### src/rtl/ucl_pkg.sv
package ucl_pkg;

  localparam int unsigned CmdWidth = 64;
  localparam int unsigned ArgWidth = 32;

  localparam logic [7:0] CharSpace = 8'h20;
  localparam logic [7:0] CharCr    = 8'h0D;
  localparam logic [7:0] CharLf    = 8'h0A;
  localparam logic [7:0] CharTab   = 8'h09;
  localparam logic [7:0] CharPlus  = 8'h2B;
  localparam logic [7:0] CharMinus = 8'h2D;
  localparam logic [7:0] CharZero  = 8'h30;
  localparam logic [7:0] CharLowX  = 8'h78;
  localparam logic [7:0] CharUpX   = 8'h58;

  localparam logic [ArgWidth-1:0] ArgPosMax = 32'h7FFF_FFFF;
  localparam logic [ArgWidth-1:0] ArgNegMax = 32'h8000_0000;

  localparam logic [CmdWidth-1:0] CmdZeroReset = 64'd500135195763;
  localparam logic [CmdWidth-1:0] CmdOneReset  = 64'd1886352499;

  typedef enum logic [2:0] {
    PhSpace   = 3'd0,
    PhSign    = 3'd1,
    PhZero    = 3'd2,
    PhPrefix  = 3'd3,
    PhDigits  = 3'd4,
    PhStopped = 3'd5,
    PhIdle    = 3'd6
  } phase_e;

  // one finished line as handed from the front part to the back part
  typedef struct packed {
    logic [CmdWidth-1:0] word;
    logic [3:0]          word_len;
    logic                has_args;
    logic [ArgWidth-1:0] arg_one;
    logic [ArgWidth-1:0] arg_two;
  } line_t;

  typedef struct packed {
    logic                status;
    logic                command_index;
    logic [ArgWidth-1:0] first_argument;
    logic [ArgWidth-1:0] second_argument;
  } result_t;

  function automatic logic [4:0] hex_digit(input logic [7:0] c);
    logic [4:0] r;
    r = 5'h10;
    if (c >= 8'h30 && c <= 8'h39) r = {1'b0, 4'(c - 8'h30)};
    else if (c >= 8'h41 && c <= 8'h46) r = {1'b0, 4'(c - 8'h41 + 8'd10)};
    else if (c >= 8'h61 && c <= 8'h66) r = {1'b0, 4'(c - 8'h61 + 8'd10)};
    return r;
  endfunction

  function automatic logic [3:0] word_length(input logic [CmdWidth-1:0] w);
    logic [3:0] n;
    n = '0;
    for (int i = 0; i < 8; i++) begin
      if (w[8*i +: 8] != 8'h00) n = 4'(i + 1);
    end
    return n;
  endfunction

endpackage

### src/rtl/ucl_stream_if.sv
interface ucl_stream_if #(
  parameter type payload_t = logic [7:0]
);
  logic     valid;
  logic     ready;
  payload_t data;

  modport source (output valid, output data, input ready);
  modport sink (input valid, input data, output ready);
endinterface

### src/rtl/ucl_front.sv
module ucl_front #(
  parameter int unsigned LineLimit = 128
) (
  input  logic                clk_i,
  input  logic                rst_ni,
  input  logic                in_valid_i,
  output logic                in_ready_o,
  input  logic [7:0]          in_byte_i,
  output logic                line_valid_o,
  input  logic                line_ready_i,
  output ucl_pkg::line_t      line_o
);
  import ucl_pkg::*;

  localparam int unsigned LenW = $clog2(LineLimit);

  logic [LenW-1:0]     len_q, len_d;
  logic [1:0]          tok_q, tok_d;
  logic                in_tok_q, in_tok_d;
  logic [CmdWidth-1:0] word_q, word_d;
  logic [3:0]          wlen_q, wlen_d;
  phase_e              ph_q, ph_d;
  logic                neg_q, neg_d;
  logic                sat_q, sat_d;
  logic [ArgWidth-1:0] a1_q, a1_d, a2_q, a2_d;
  logic                fire;
  logic                emit;
  line_t               line_d;

  assign in_ready_o = line_ready_i;
  assign fire       = in_valid_i && in_ready_o;

  // finalize the current magnitude into a signed value
  function automatic logic [ArgWidth-1:0] finalize(input logic [ArgWidth-1:0] m,
                                                  input logic n, input logic s);
    logic [ArgWidth-1:0] v;
    if (n) v = s ? ArgNegMax : (ArgWidth'(0) - m);
    else v = (s || m > ArgPosMax) ? ArgPosMax : m;
    return v;
  endfunction

  always_comb begin
    logic [7:0]          c;
    logic [4:0]          d;
    logic [ArgWidth-1:0] mag;
    logic [ArgWidth+3:0] t;
    logic                acc;
    logic                do_fin;
    phase_e              p;
    c = in_byte_i;
    d = hex_digit(c);
    len_d = len_q; tok_d = tok_q; in_tok_d = in_tok_q; word_d = word_q;
    wlen_d = wlen_q; ph_d = ph_q; neg_d = neg_q; sat_d = sat_q;
    a1_d = a1_q; a2_d = a2_q;
    emit = 1'b0;
    line_d = '0;
    acc = 1'b0;
    do_fin = 1'b0;
    p = ph_q;
    mag = '0;
    t = '0;

    if (fire) begin
      if (len_q >= LenW'(LineLimit - 1)) begin
        len_d = '0; tok_d = '0; in_tok_d = 1'b0; word_d = '0; wlen_d = '0;
        ph_d = PhSpace; neg_d = 1'b0; sat_d = 1'b0; a1_d = '0; a2_d = '0;
      end
      if (c == CharCr || c == CharLf) begin
        if (tok_d != 2'd0) begin
          emit = 1'b1;
          line_d.word     = word_d;
          line_d.word_len = wlen_d;
          line_d.has_args = tok_d > 2'd1;
          line_d.arg_one  = a1_d;
          line_d.arg_two  = a2_d;
          if (in_tok_d && tok_d >= 2'd2 && ph_d != PhIdle) begin
            if (tok_d == 2'd2) line_d.arg_one = finalize(a1_d, neg_d, sat_d);
            else line_d.arg_two = finalize(a2_d, neg_d, sat_d);
          end
        end
        len_d = '0; tok_d = '0; in_tok_d = 1'b0; word_d = '0; wlen_d = '0;
        ph_d = PhSpace; neg_d = 1'b0; sat_d = 1'b0; a1_d = '0; a2_d = '0;
      end else begin
        len_d = len_d + 1'b1;
        if (c == CharSpace) begin
          if (in_tok_d && tok_d >= 2'd2 && ph_d != PhIdle) do_fin = 1'b1;
          in_tok_d = 1'b0;
        end else begin
          if (!in_tok_d) begin
            in_tok_d = 1'b1;
            if (tok_d < 2'd3) begin
              tok_d = tok_d + 1'b1;
              if (tok_d >= 2'd2) begin
                ph_d = PhSpace; neg_d = 1'b0; sat_d = 1'b0;
                if (tok_d == 2'd2) a1_d = '0; else a2_d = '0;
              end
            end
          end
          if (tok_d == 2'd1) begin
            if (wlen_d < 4'd8) word_d[8*wlen_d[2:0] +: 8] = c;
            if (wlen_d < 4'd9) wlen_d = wlen_d + 1'b1;
          end else if (ph_d < PhStopped) begin
            p = ph_d;
            if (p == PhSpace) begin
              if (c == CharSpace || (c >= CharTab && c <= CharCr)) p = PhSpace;
              else if (c == CharPlus) ph_d = PhSign;
              else if (c == CharMinus) begin
                neg_d = 1'b1; ph_d = PhSign;
              end else p = PhSign;
            end
            if (p == PhSign) begin
              if (c == CharZero) ph_d = PhZero;
              else if (!d[4]) acc = 1'b1;
              else ph_d = PhStopped;
            end else if (p == PhZero) begin
              if (c == CharLowX || c == CharUpX) ph_d = PhPrefix;
              else if (!d[4]) acc = 1'b1;
              else ph_d = PhStopped;
            end else if (p == PhPrefix || p == PhDigits) begin
              if (!d[4]) acc = 1'b1;
              else ph_d = PhStopped;
            end
          end
        end
        mag = (tok_d == 2'd2) ? a1_d : a2_d;
        if (acc) begin
          ph_d = PhDigits;
          if (!sat_d) begin
            t = {mag, 4'h0} + (ArgWidth + 4)'(d[3:0]);
            if (t > (ArgWidth + 4)'(ArgNegMax)) sat_d = 1'b1;
            else mag = t[ArgWidth-1:0];
          end
        end
        if (do_fin) begin
          mag = finalize(mag, neg_d, sat_d);
          ph_d = PhIdle;
        end
        if (tok_d == 2'd2) a1_d = mag; else a2_d = mag;
      end
    end
  end

  always_ff @(posedge clk_i or negedge rst_ni) begin
    if (!rst_ni) begin
      len_q <= '0; tok_q <= '0; in_tok_q <= 1'b0; word_q <= '0; wlen_q <= '0;
      ph_q <= PhSpace; neg_q <= 1'b0; sat_q <= 1'b0; a1_q <= '0; a2_q <= '0;
      line_valid_o <= 1'b0;
    end else begin
      len_q <= len_d; tok_q <= tok_d; in_tok_q <= in_tok_d; word_q <= word_d;
      wlen_q <= wlen_d; ph_q <= ph_d; neg_q <= neg_d; sat_q <= sat_d;
      a1_q <= a1_d; a2_q <= a2_d;
      if (line_ready_i) line_valid_o <= emit;
    end
  end

  always_ff @(posedge clk_i) begin
    if (emit && line_ready_i) line_o <= line_d;
  end

endmodule

### src/rtl/ucl_queue.sv
module ucl_queue #(
  parameter int unsigned Depth = 2
) (
  input  logic           clk_i,
  input  logic           rst_ni,
  input  logic           push_i,
  output logic           space_o,
  input  ucl_pkg::line_t data_i,
  output logic           pop_valid_o,
  input  logic           pop_i,
  output ucl_pkg::line_t data_o
);
  import ucl_pkg::*;

  localparam int unsigned AW = (Depth > 1) ? $clog2(Depth) : 1;

  line_t         mem [Depth];
  logic [AW-1:0] wp_q, rp_q;
  logic [AW:0]   cnt_q;
  logic          do_push, do_pop;

  assign do_push     = push_i && space_o;
  assign do_pop      = pop_i && pop_valid_o;
  assign pop_valid_o = cnt_q != '0;
  // space is offered while fewer than Depth lines are stored
  assign space_o     = cnt_q < (AW + 1)'(Depth);
  assign data_o      = mem[rp_q];

  always_ff @(posedge clk_i) begin
    if (do_push) mem[wp_q] <= data_i;
  end

  always_ff @(posedge clk_i or negedge rst_ni) begin
    if (!rst_ni) begin
      wp_q <= '0; rp_q <= '0; cnt_q <= '0;
    end else begin
      if (do_push) wp_q <= (wp_q == AW'(Depth - 1)) ? '0 : wp_q + 1'b1;
      if (do_pop) rp_q <= (rp_q == AW'(Depth - 1)) ? '0 : rp_q + 1'b1;
      cnt_q <= cnt_q + (AW + 1)'(do_push) - (AW + 1)'(do_pop);
    end
  end

endmodule

### src/rtl/ucl_back.sv
module ucl_back #(
  parameter int unsigned CommandCount = 2
) (
  input  logic                                   clk_i,
  input  logic                                   rst_ni,
  input  logic                                   cfg_we_i,
  input  logic [$clog2(CommandCount+1)-1:0]      cfg_index_i,
  input  logic [ucl_pkg::CmdWidth-1:0]           cfg_data_i,
  input  logic                                   line_valid_i,
  output logic                                   line_pop_o,
  input  ucl_pkg::line_t                         line_i,
  output logic                                   res_valid_o,
  input  logic                                   res_ready_i,
  output ucl_pkg::result_t                       res_o
);
  import ucl_pkg::*;

  localparam int unsigned IW = $clog2(CommandCount + 1);
  localparam int unsigned CW = (CommandCount > 1) ? $clog2(CommandCount) : 1;

  logic [CmdWidth-1:0] cmd_q [CommandCount];
  logic [ArgWidth-1:0] k1_q, k2_q;
  logic                hit;
  logic [IW-1:0]       hit_idx;

  assign line_pop_o = line_valid_i && (!res_valid_o || res_ready_i);

  always_comb begin
    hit = 1'b0;
    hit_idx = '0;
    for (int i = CommandCount - 1; i >= 0; i--) begin
      if (line_i.word_len <= 4'd8 && word_length(cmd_q[i]) == line_i.word_len &&
          cmd_q[i] == line_i.word && cmd_q[i] != '0) begin
        hit = 1'b1;
        hit_idx = IW'(i);
      end
    end
  end

  always_ff @(posedge clk_i or negedge rst_ni) begin
    if (!rst_ni) begin
      for (int i = 0; i < CommandCount; i++) cmd_q[i] <= '0;
      cmd_q[0] <= CmdZeroReset;
      if (CommandCount > 1) cmd_q[CommandCount > 1 ? 1 : 0] <= CmdOneReset;
      k1_q <= '0; k2_q <= '0;
      res_valid_o <= 1'b0;
    end else begin
      if (cfg_we_i && cfg_index_i < IW'(CommandCount)) begin
        cmd_q[cfg_index_i[CW-1:0]] <= cfg_data_i;
      end
      if (line_pop_o) begin
        res_valid_o <= 1'b1;
        if (hit && line_i.has_args) begin
          k1_q <= line_i.arg_one; k2_q <= line_i.arg_two;
        end
      end else if (res_ready_i) begin
        res_valid_o <= 1'b0;
      end
    end
  end

  always_ff @(posedge clk_i) begin
    if (line_pop_o) begin
      if (!hit) begin
        res_o <= '{status: 1'b1, command_index: 1'b0, first_argument: '0,
                   second_argument: '0};
      end else begin
        res_o.status        <= 1'b0;
        res_o.command_index <= hit_idx[0];
        res_o.first_argument  <= line_i.has_args ? line_i.arg_one : k1_q;
        res_o.second_argument <= line_i.has_args ? line_i.arg_two : k2_q;
      end
    end
  end

endmodule

### src/rtl/uart_command_line_parser.sv
// channel | dir | payload                                   | transfer when
// rx      | in  | rx_byte[7:0]                              | valid & ready
// result  | out | status, command_index, first/second_arg   | valid & ready
// One byte per cycle enters the tokenizer while the queue has room; a line end
// gives a result via the front register, two-entry queue and matcher register.
// Reset clears all line state, kept arguments and restores both command words.
// The rx side stalls only when the line queue is full; bytes that are not a
// line end are never held back by a stalled result once the queue has room.
module uart_command_line_parser #(
  parameter int unsigned LINE_LIMIT    = 128,
  parameter int unsigned COMMAND_COUNT = 2
) (
  input  logic                                  clk_i,
  input  logic                                  rst_ni,
  input  logic                                  cfg_we_i,
  input  logic [$clog2(COMMAND_COUNT+1)-1:0]    cfg_index_i,
  input  logic [63:0]                           cfg_data_i,
  ucl_stream_if.sink                            rx,
  ucl_stream_if.source                          res
);
  import ucl_pkg::*;

  logic  lv, lpop, qspace, qvalid;
  line_t lf, lq;
  result_t r;

  ucl_front #(.LineLimit(LINE_LIMIT)) u_front (
    .clk_i, .rst_ni,
    .in_valid_i(rx.valid), .in_ready_o(rx.ready), .in_byte_i(rx.data),
    .line_valid_o(lv), .line_ready_i(qspace), .line_o(lf)
  );

  ucl_queue #(.Depth(2)) u_queue (
    .clk_i, .rst_ni,
    .push_i(lv), .space_o(qspace), .data_i(lf),
    .pop_valid_o(qvalid), .pop_i(lpop), .data_o(lq)
  );

  ucl_back #(.CommandCount(COMMAND_COUNT)) u_back (
    .clk_i, .rst_ni, .cfg_we_i, .cfg_index_i, .cfg_data_i,
    .line_valid_i(qvalid), .line_pop_o(lpop), .line_i(lq),
    .res_valid_o(res.valid), .res_ready_i(res.ready), .res_o(r)
  );

  assign res.data = r;

endmodule

### src/flat_wrapper.sv
// flat-port wrapper written by rule: the top's interface ports become plain ports
module uart_command_line_parser_flat import ucl_pkg::*;
#(
  parameter int unsigned LINE_LIMIT    = 128,
  parameter int unsigned COMMAND_COUNT = 2
)
  (clk_i, rst_ni, cfg_we_i, cfg_index_i, cfg_data_i, rx_valid, rx_data, rx_ready, res_valid, res_data, res_ready);
  ucl_stream_if #(.payload_t(logic [7:0])) rx_i ();
  ucl_stream_if #(.payload_t(result_t)) res_i ();
  input  logic clk_i;
  input  logic rst_ni;
  input  logic cfg_we_i;
  input  logic [$clog2(COMMAND_COUNT+1)-1:0] cfg_index_i;
  input  logic [63:0] cfg_data_i;
  input wire logic [$bits(rx_i.valid)-1:0] rx_valid;
  input wire logic [$bits(rx_i.data)-1:0] rx_data;
  output wire logic [$bits(rx_i.ready)-1:0] rx_ready;
  output wire logic [$bits(res_i.valid)-1:0] res_valid;
  output wire logic [$bits(res_i.data)-1:0] res_data;
  input wire logic [$bits(res_i.ready)-1:0] res_ready;
  assign rx_i.valid = rx_valid;
  assign rx_i.data = rx_data;
  assign rx_ready = rx_i.ready;
  assign res_valid = res_i.valid;
  assign res_data = res_i.data;
  assign res_i.ready = res_ready;
  uart_command_line_parser #(.LINE_LIMIT(LINE_LIMIT), .COMMAND_COUNT(COMMAND_COUNT)) u_core (.clk_i(clk_i), .rst_ni(rst_ni), .cfg_we_i(cfg_we_i), .cfg_index_i(cfg_index_i), .cfg_data_i(cfg_data_i), .rx(rx_i), .res(res_i));
endmodule
### config.mk
export PLATFORM = sky130hd
export DESIGN_NAME = uart_command_line_parser_flat
export DESIGN_NICKNAME = d
export VERILOG_FILES = /design/src/rtl/ucl_pkg.sv /design/src/rtl/ucl_stream_if.sv /design/src/rtl/ucl_front.sv /design/src/rtl/ucl_queue.sv /design/src/rtl/ucl_back.sv /design/src/rtl/uart_command_line_parser.sv /design/src/flat_wrapper.sv
export SDC_FILE = /design/constraint.sdc
export NUM_CORES = 2
export LEC_CHECK = 0
export BUFFER_PORTS_ARGS = -buffer_cell sky130_fd_sc_hd__buf_2
export CAP_MARGIN = 20
export CELL_PAD_IN_SITES_DETAIL_PLACEMENT = 1
export CELL_PAD_IN_SITES_GLOBAL_PLACEMENT = 2
export CORE_MARGIN = 1
export CORE_UTILIZATION = 43
export DETAILED_ROUTE_END_ITERATION = 10
export PLACE_DENSITY = 0.86
export SLEW_MARGIN = 30
export SYNTH_ARGS = -nofsm -noshare
export SYNTH_HDL_FRONTEND = slang
export SYNTH_SLANG_ARGS = --single-unit
### constraint.sdc
create_clock -name clk_i -period 9.48 [get_ports clk_i]
set_clock_uncertainty 0.1 [all_clocks]
set_input_delay 0.474 -clock clk_i [delete_from_list [all_inputs] [get_ports clk_i]]
set_output_delay 0.474 -clock clk_i [all_outputs]
set_load 0.01 [all_outputs]
==> results.sh <==
export IMPL_status="finished clean"
export IMPL_drv_cap=0
export IMPL_gp_congestion=0.971
export IMPL_period_share_pct=62.3
export IMPL_crit_required_ns=9.88
export IMPL_hold_path_class="in2reg"
export IMPL_synth_cells=3122
export IMPL_setup_viol=0
export IMPL_synthesis_area_um2=38300
export IMPL_synth_xor_area_share_pct=3.36
export IMPL_antenna_found_initial=2
export IMPL_maxSlewHeadroom_pct=34.2
export IMPL_synth_edff_count=465
export IMPL_post_cts_setup_buffer_count=0
export IMPL_overflow=0
export IMPL_layout_nets=3377
export IMPL_syn_nets=3223
export IMPL_grt_usage_pct=28.1
export IMPL_critPathKind="reg2reg"
export IMPL_grt_pass1_vias=29018
export IMPL_die_h_um=300
export IMPL_synth_seq_cells=810
export IMPL_crit_path_start_kind="flop"
export IMPL_slowest_delay_ns=0.48
export IMPL_worstPathCellList="nand4_1 -> or2_4 -> nand2_1 -> inv_1 -> ha_1 -> nor4b_2 -> a21boi_1 -> nor2_1 -> buf_4 -> and4_1 -> o22a_4 -> nor2_4 -> buf_4 -> mux2_2 -> or2_2 -> xor2_1 -> o221ai_1 -> o21ai_0"
export IMPL_critPathArrivalTime_ns=6.31
export IMPL_synth_compound_area_share_pct=11.6
export IMPL_netlist_top_cells_area="edfxtp_1 (36%), dfrtp_1 (20%), mux2_2 (7.6%)"
export IMPL_drive_above_1_share_pct=20.6
export IMPL_mostFrequentLayoutCell="edfxtp_1"
export IMPL_die_width_um=300
export IMPL_design_area_um2=43900
export IMPL_drt_iter0_markers=2337
export IMPL_io_buffers=146
export IMPL_fin_crit_ns=5.91
export IMPL_layout_common_cells="edfxtp_1 (465), dfrtp_1 (306), mux2_2 (259), nand2_1 (218), nor2_1 (211)"
export IMPL_crit_slowest_cell="or2_4"
export IMPL_synth_top_area_share_pct=36.5
export IMPL_synthMuxAreaShare_pct=11.6
export IMPL_htree_levels=3
export IMPL_tightest_slew_ns=0.987
export IMPL_rows=109
export IMPL_ant_nets=0
export IMPL_io_pins=147
export IMPL_synth_async_reset_ratio_pct=42.6
export IMPL_drv_slew=0
export IMPL_synth_warnings=0
export IMPL_finalHoldViolations=0
export IMPL_diodes=0
export IMPL_setup_worst_path_end_class="flop"
export IMPL_ir_worst_vdd_mv=0.201
export IMPL_grt_pass1_wl_mm=190
export IMPL_start_util_pct=43.4
export IMPL_vias_per_cell=6.15
export IMPL_cts_sinks=810
export IMPL_yosysTopAreaCell="edfxtp_1"
export IMPL_fmax_mhz=169
export IMPL_holdWs_ns=0.251
export IMPL_syn2layout_area_growth_pct=14.7
export IMPL_via_count=27751
export IMPL_ys_seq_area_share_pct=59.1
export IMPL_crit_fanout=37
export IMPL_setup_tns_ns=0
export IMPL_clk_insertion_delay_late_ns=0.67
export IMPL_synth_main_ff_cell="edfxtp_1"
export IMPL_tritoncts="done"
export IMPL_synthAdderAreaFrac_pct=0.719
export IMPL_cts_buffer_depth=3
export IMPL_leakage_uw=0.0170
export IMPL_synth_distinct_cells=100
export IMPL_route_detailed_drc=0
export IMPL_synth_top_family_by_area="multiplexers"
export IMPL_place_area_um2=40200
export IMPL_first_pass_iters=5
export IMPL_avgSynthCellArea_um2=12.3
export IMPL_cts_buffers=86
export IMPL_rsz0062_at_grt="no"
export IMPL_die_area_um2=90300
export IMPL_cpMostUsedCell="buf_4"
export IMPL_path_clk_slew_ns=0.06
export IMPL_totalWireLength_mm=128
export IMPL_wl_per_cell_um=28.3
export IMPL_place_detailed_hpwl_mm=88.5
export IMPL_synthSimpleGateAreaFrac_pct=11.2
export IMPL_grt_max_degree=107
export IMPL_powerDensity_nw_per_um2=277
export IMPL_cts_root_buf="clkbuf_16"
export IMPL_core_area_um2=88200
registers in the layout (all words and copies together) (netlist names), 32 cells and up:
register               flops
u_core.u_front.line_o    133
u_core.u_front.a2_q       32
u_core.u_front.a1_q       32
u_core.u_queue.mem       266
u_core.u_back.cmd_q      128
u_core.u_back.res_o       66
u_core.u_back.k2_q        32
u_core.u_front.word_q     64
u_core.u_back.k1_q        32
what timing repair did:
action	in CTS	in global routing
hold endpoints to repair	205	0
setup endpoints to repair	0	0
hold buffers	66	0
gates resized for setup	0	0
metrics by stage:
step | cells | util (%) | total power [uW] | setup slack, ns
2_1_floorplan | 3122 | - | 7080 | 1.46
5_1_grt | 4515 | 49.8 | 12600 | 3.17
4_1_cts | 4514 | 49.8 | 12100 | 3.67
6_report | 4515 | 49.8 | 12200 | 3.57
3_5_place_dp | 4286 | 45.6 | 8480 | 3.65
3_3_place_gp | 4285 | 45.5 | 8370 | 3.90
area by class of cell:
| cell class | count | area (um^2) |
|---|---|---|
| clock inverter | 45 | 628 |
| clock buffer | 117 | 2380 |
| tap | 1165 | 1460 |
| timing repair buffer | 262 | 1830 |
| multi-input combinational | 2087 | 14900 |
| fill | 8930 | 44300 |
| inverter | 29 | 114 |
| sequential | 810 | 22600 |
critical path: cells and delay by family (launching register included):
family          cells  cell delay (ns)
compound gates      4             1.16
xor+xnor            1             0.17
fa+ha+maj           1             0.24
buf+inv             3             0.73
flops               1             0.46
mux                 1             0.39
simple gates        8             2.48
report_power, final:
group,internal (uW),total [uW],switching [uW]
Sequential,4050,4450,397
Combinational,1440,4140,2690
Clock,2130,3600,1470
Total,7630,12200,4560
Yosys cell counts (62+ instances only):
master and n:
nor2_1 218, dfrtp_1 307, o21ai_0 116, nand4_1 62, nor4_1 63, mux2i_1 151, a22o_1 105, a21oi_1 147
xor2_1 137, and3_1 86, mux2_2 260, clkbuf_1 156, nand2_1 218, edfxtp_1 465
routing by layer:
layer  vias to the layer above  GRT usage, %  wire length [um]
met5                         -             0                13
met4                         2          9.40              3630
li1                      12126             -                 -
met1                     14366          40.4             57400
met3                       199          4.01              8170
met2                      1058          43.7             58700
cell families after synthesis:
group,Yosys count
flops,810
buf+inv,225
xor+xnor,147
mux,412
simple gates,849
fa+ha+maj,22
compound gates,657
final timing paths:
| check | from | to | slack, ns | cells after the start |
|---|---|---|---|---|
| setup reg to reg | u_core.u_front.len_q[2]$_DFFE_PN0P_ | u_core.u_front.a1_q[24]$_DFFE_PN0P_ | 3.57 | 18 |
| max in group asynchronous | rst_ni | u_core.u_queue.rp_q$_DFFE_PN0P_ | 6.68 | 4 |
| hold reg to reg | u_core.u_front.line_o[68]$_SDFFCE_PN0P_ | u_core.u_queue.mem[1][68]$_DFFE_PP_ | 0.35 | 0 |
| min in group asynchronous | rst_ni | u_core.u_back.cmd_q[103]$_DFFE_PN0P_ | 0.33 | 2 |
| setup / recovery | u_core.u_front.len_q[2]$_DFFE_PN0P_ | u_core.u_front.a1_q[24]$_DFFE_PN0P_ | 3.57 | 18 |
| hold / removal | rx_data[0] | u_core.u_front.word_q[48]$_DFFE_PN0P_ | 0.25 | 2 |
(Power assumes the default switching activity.)
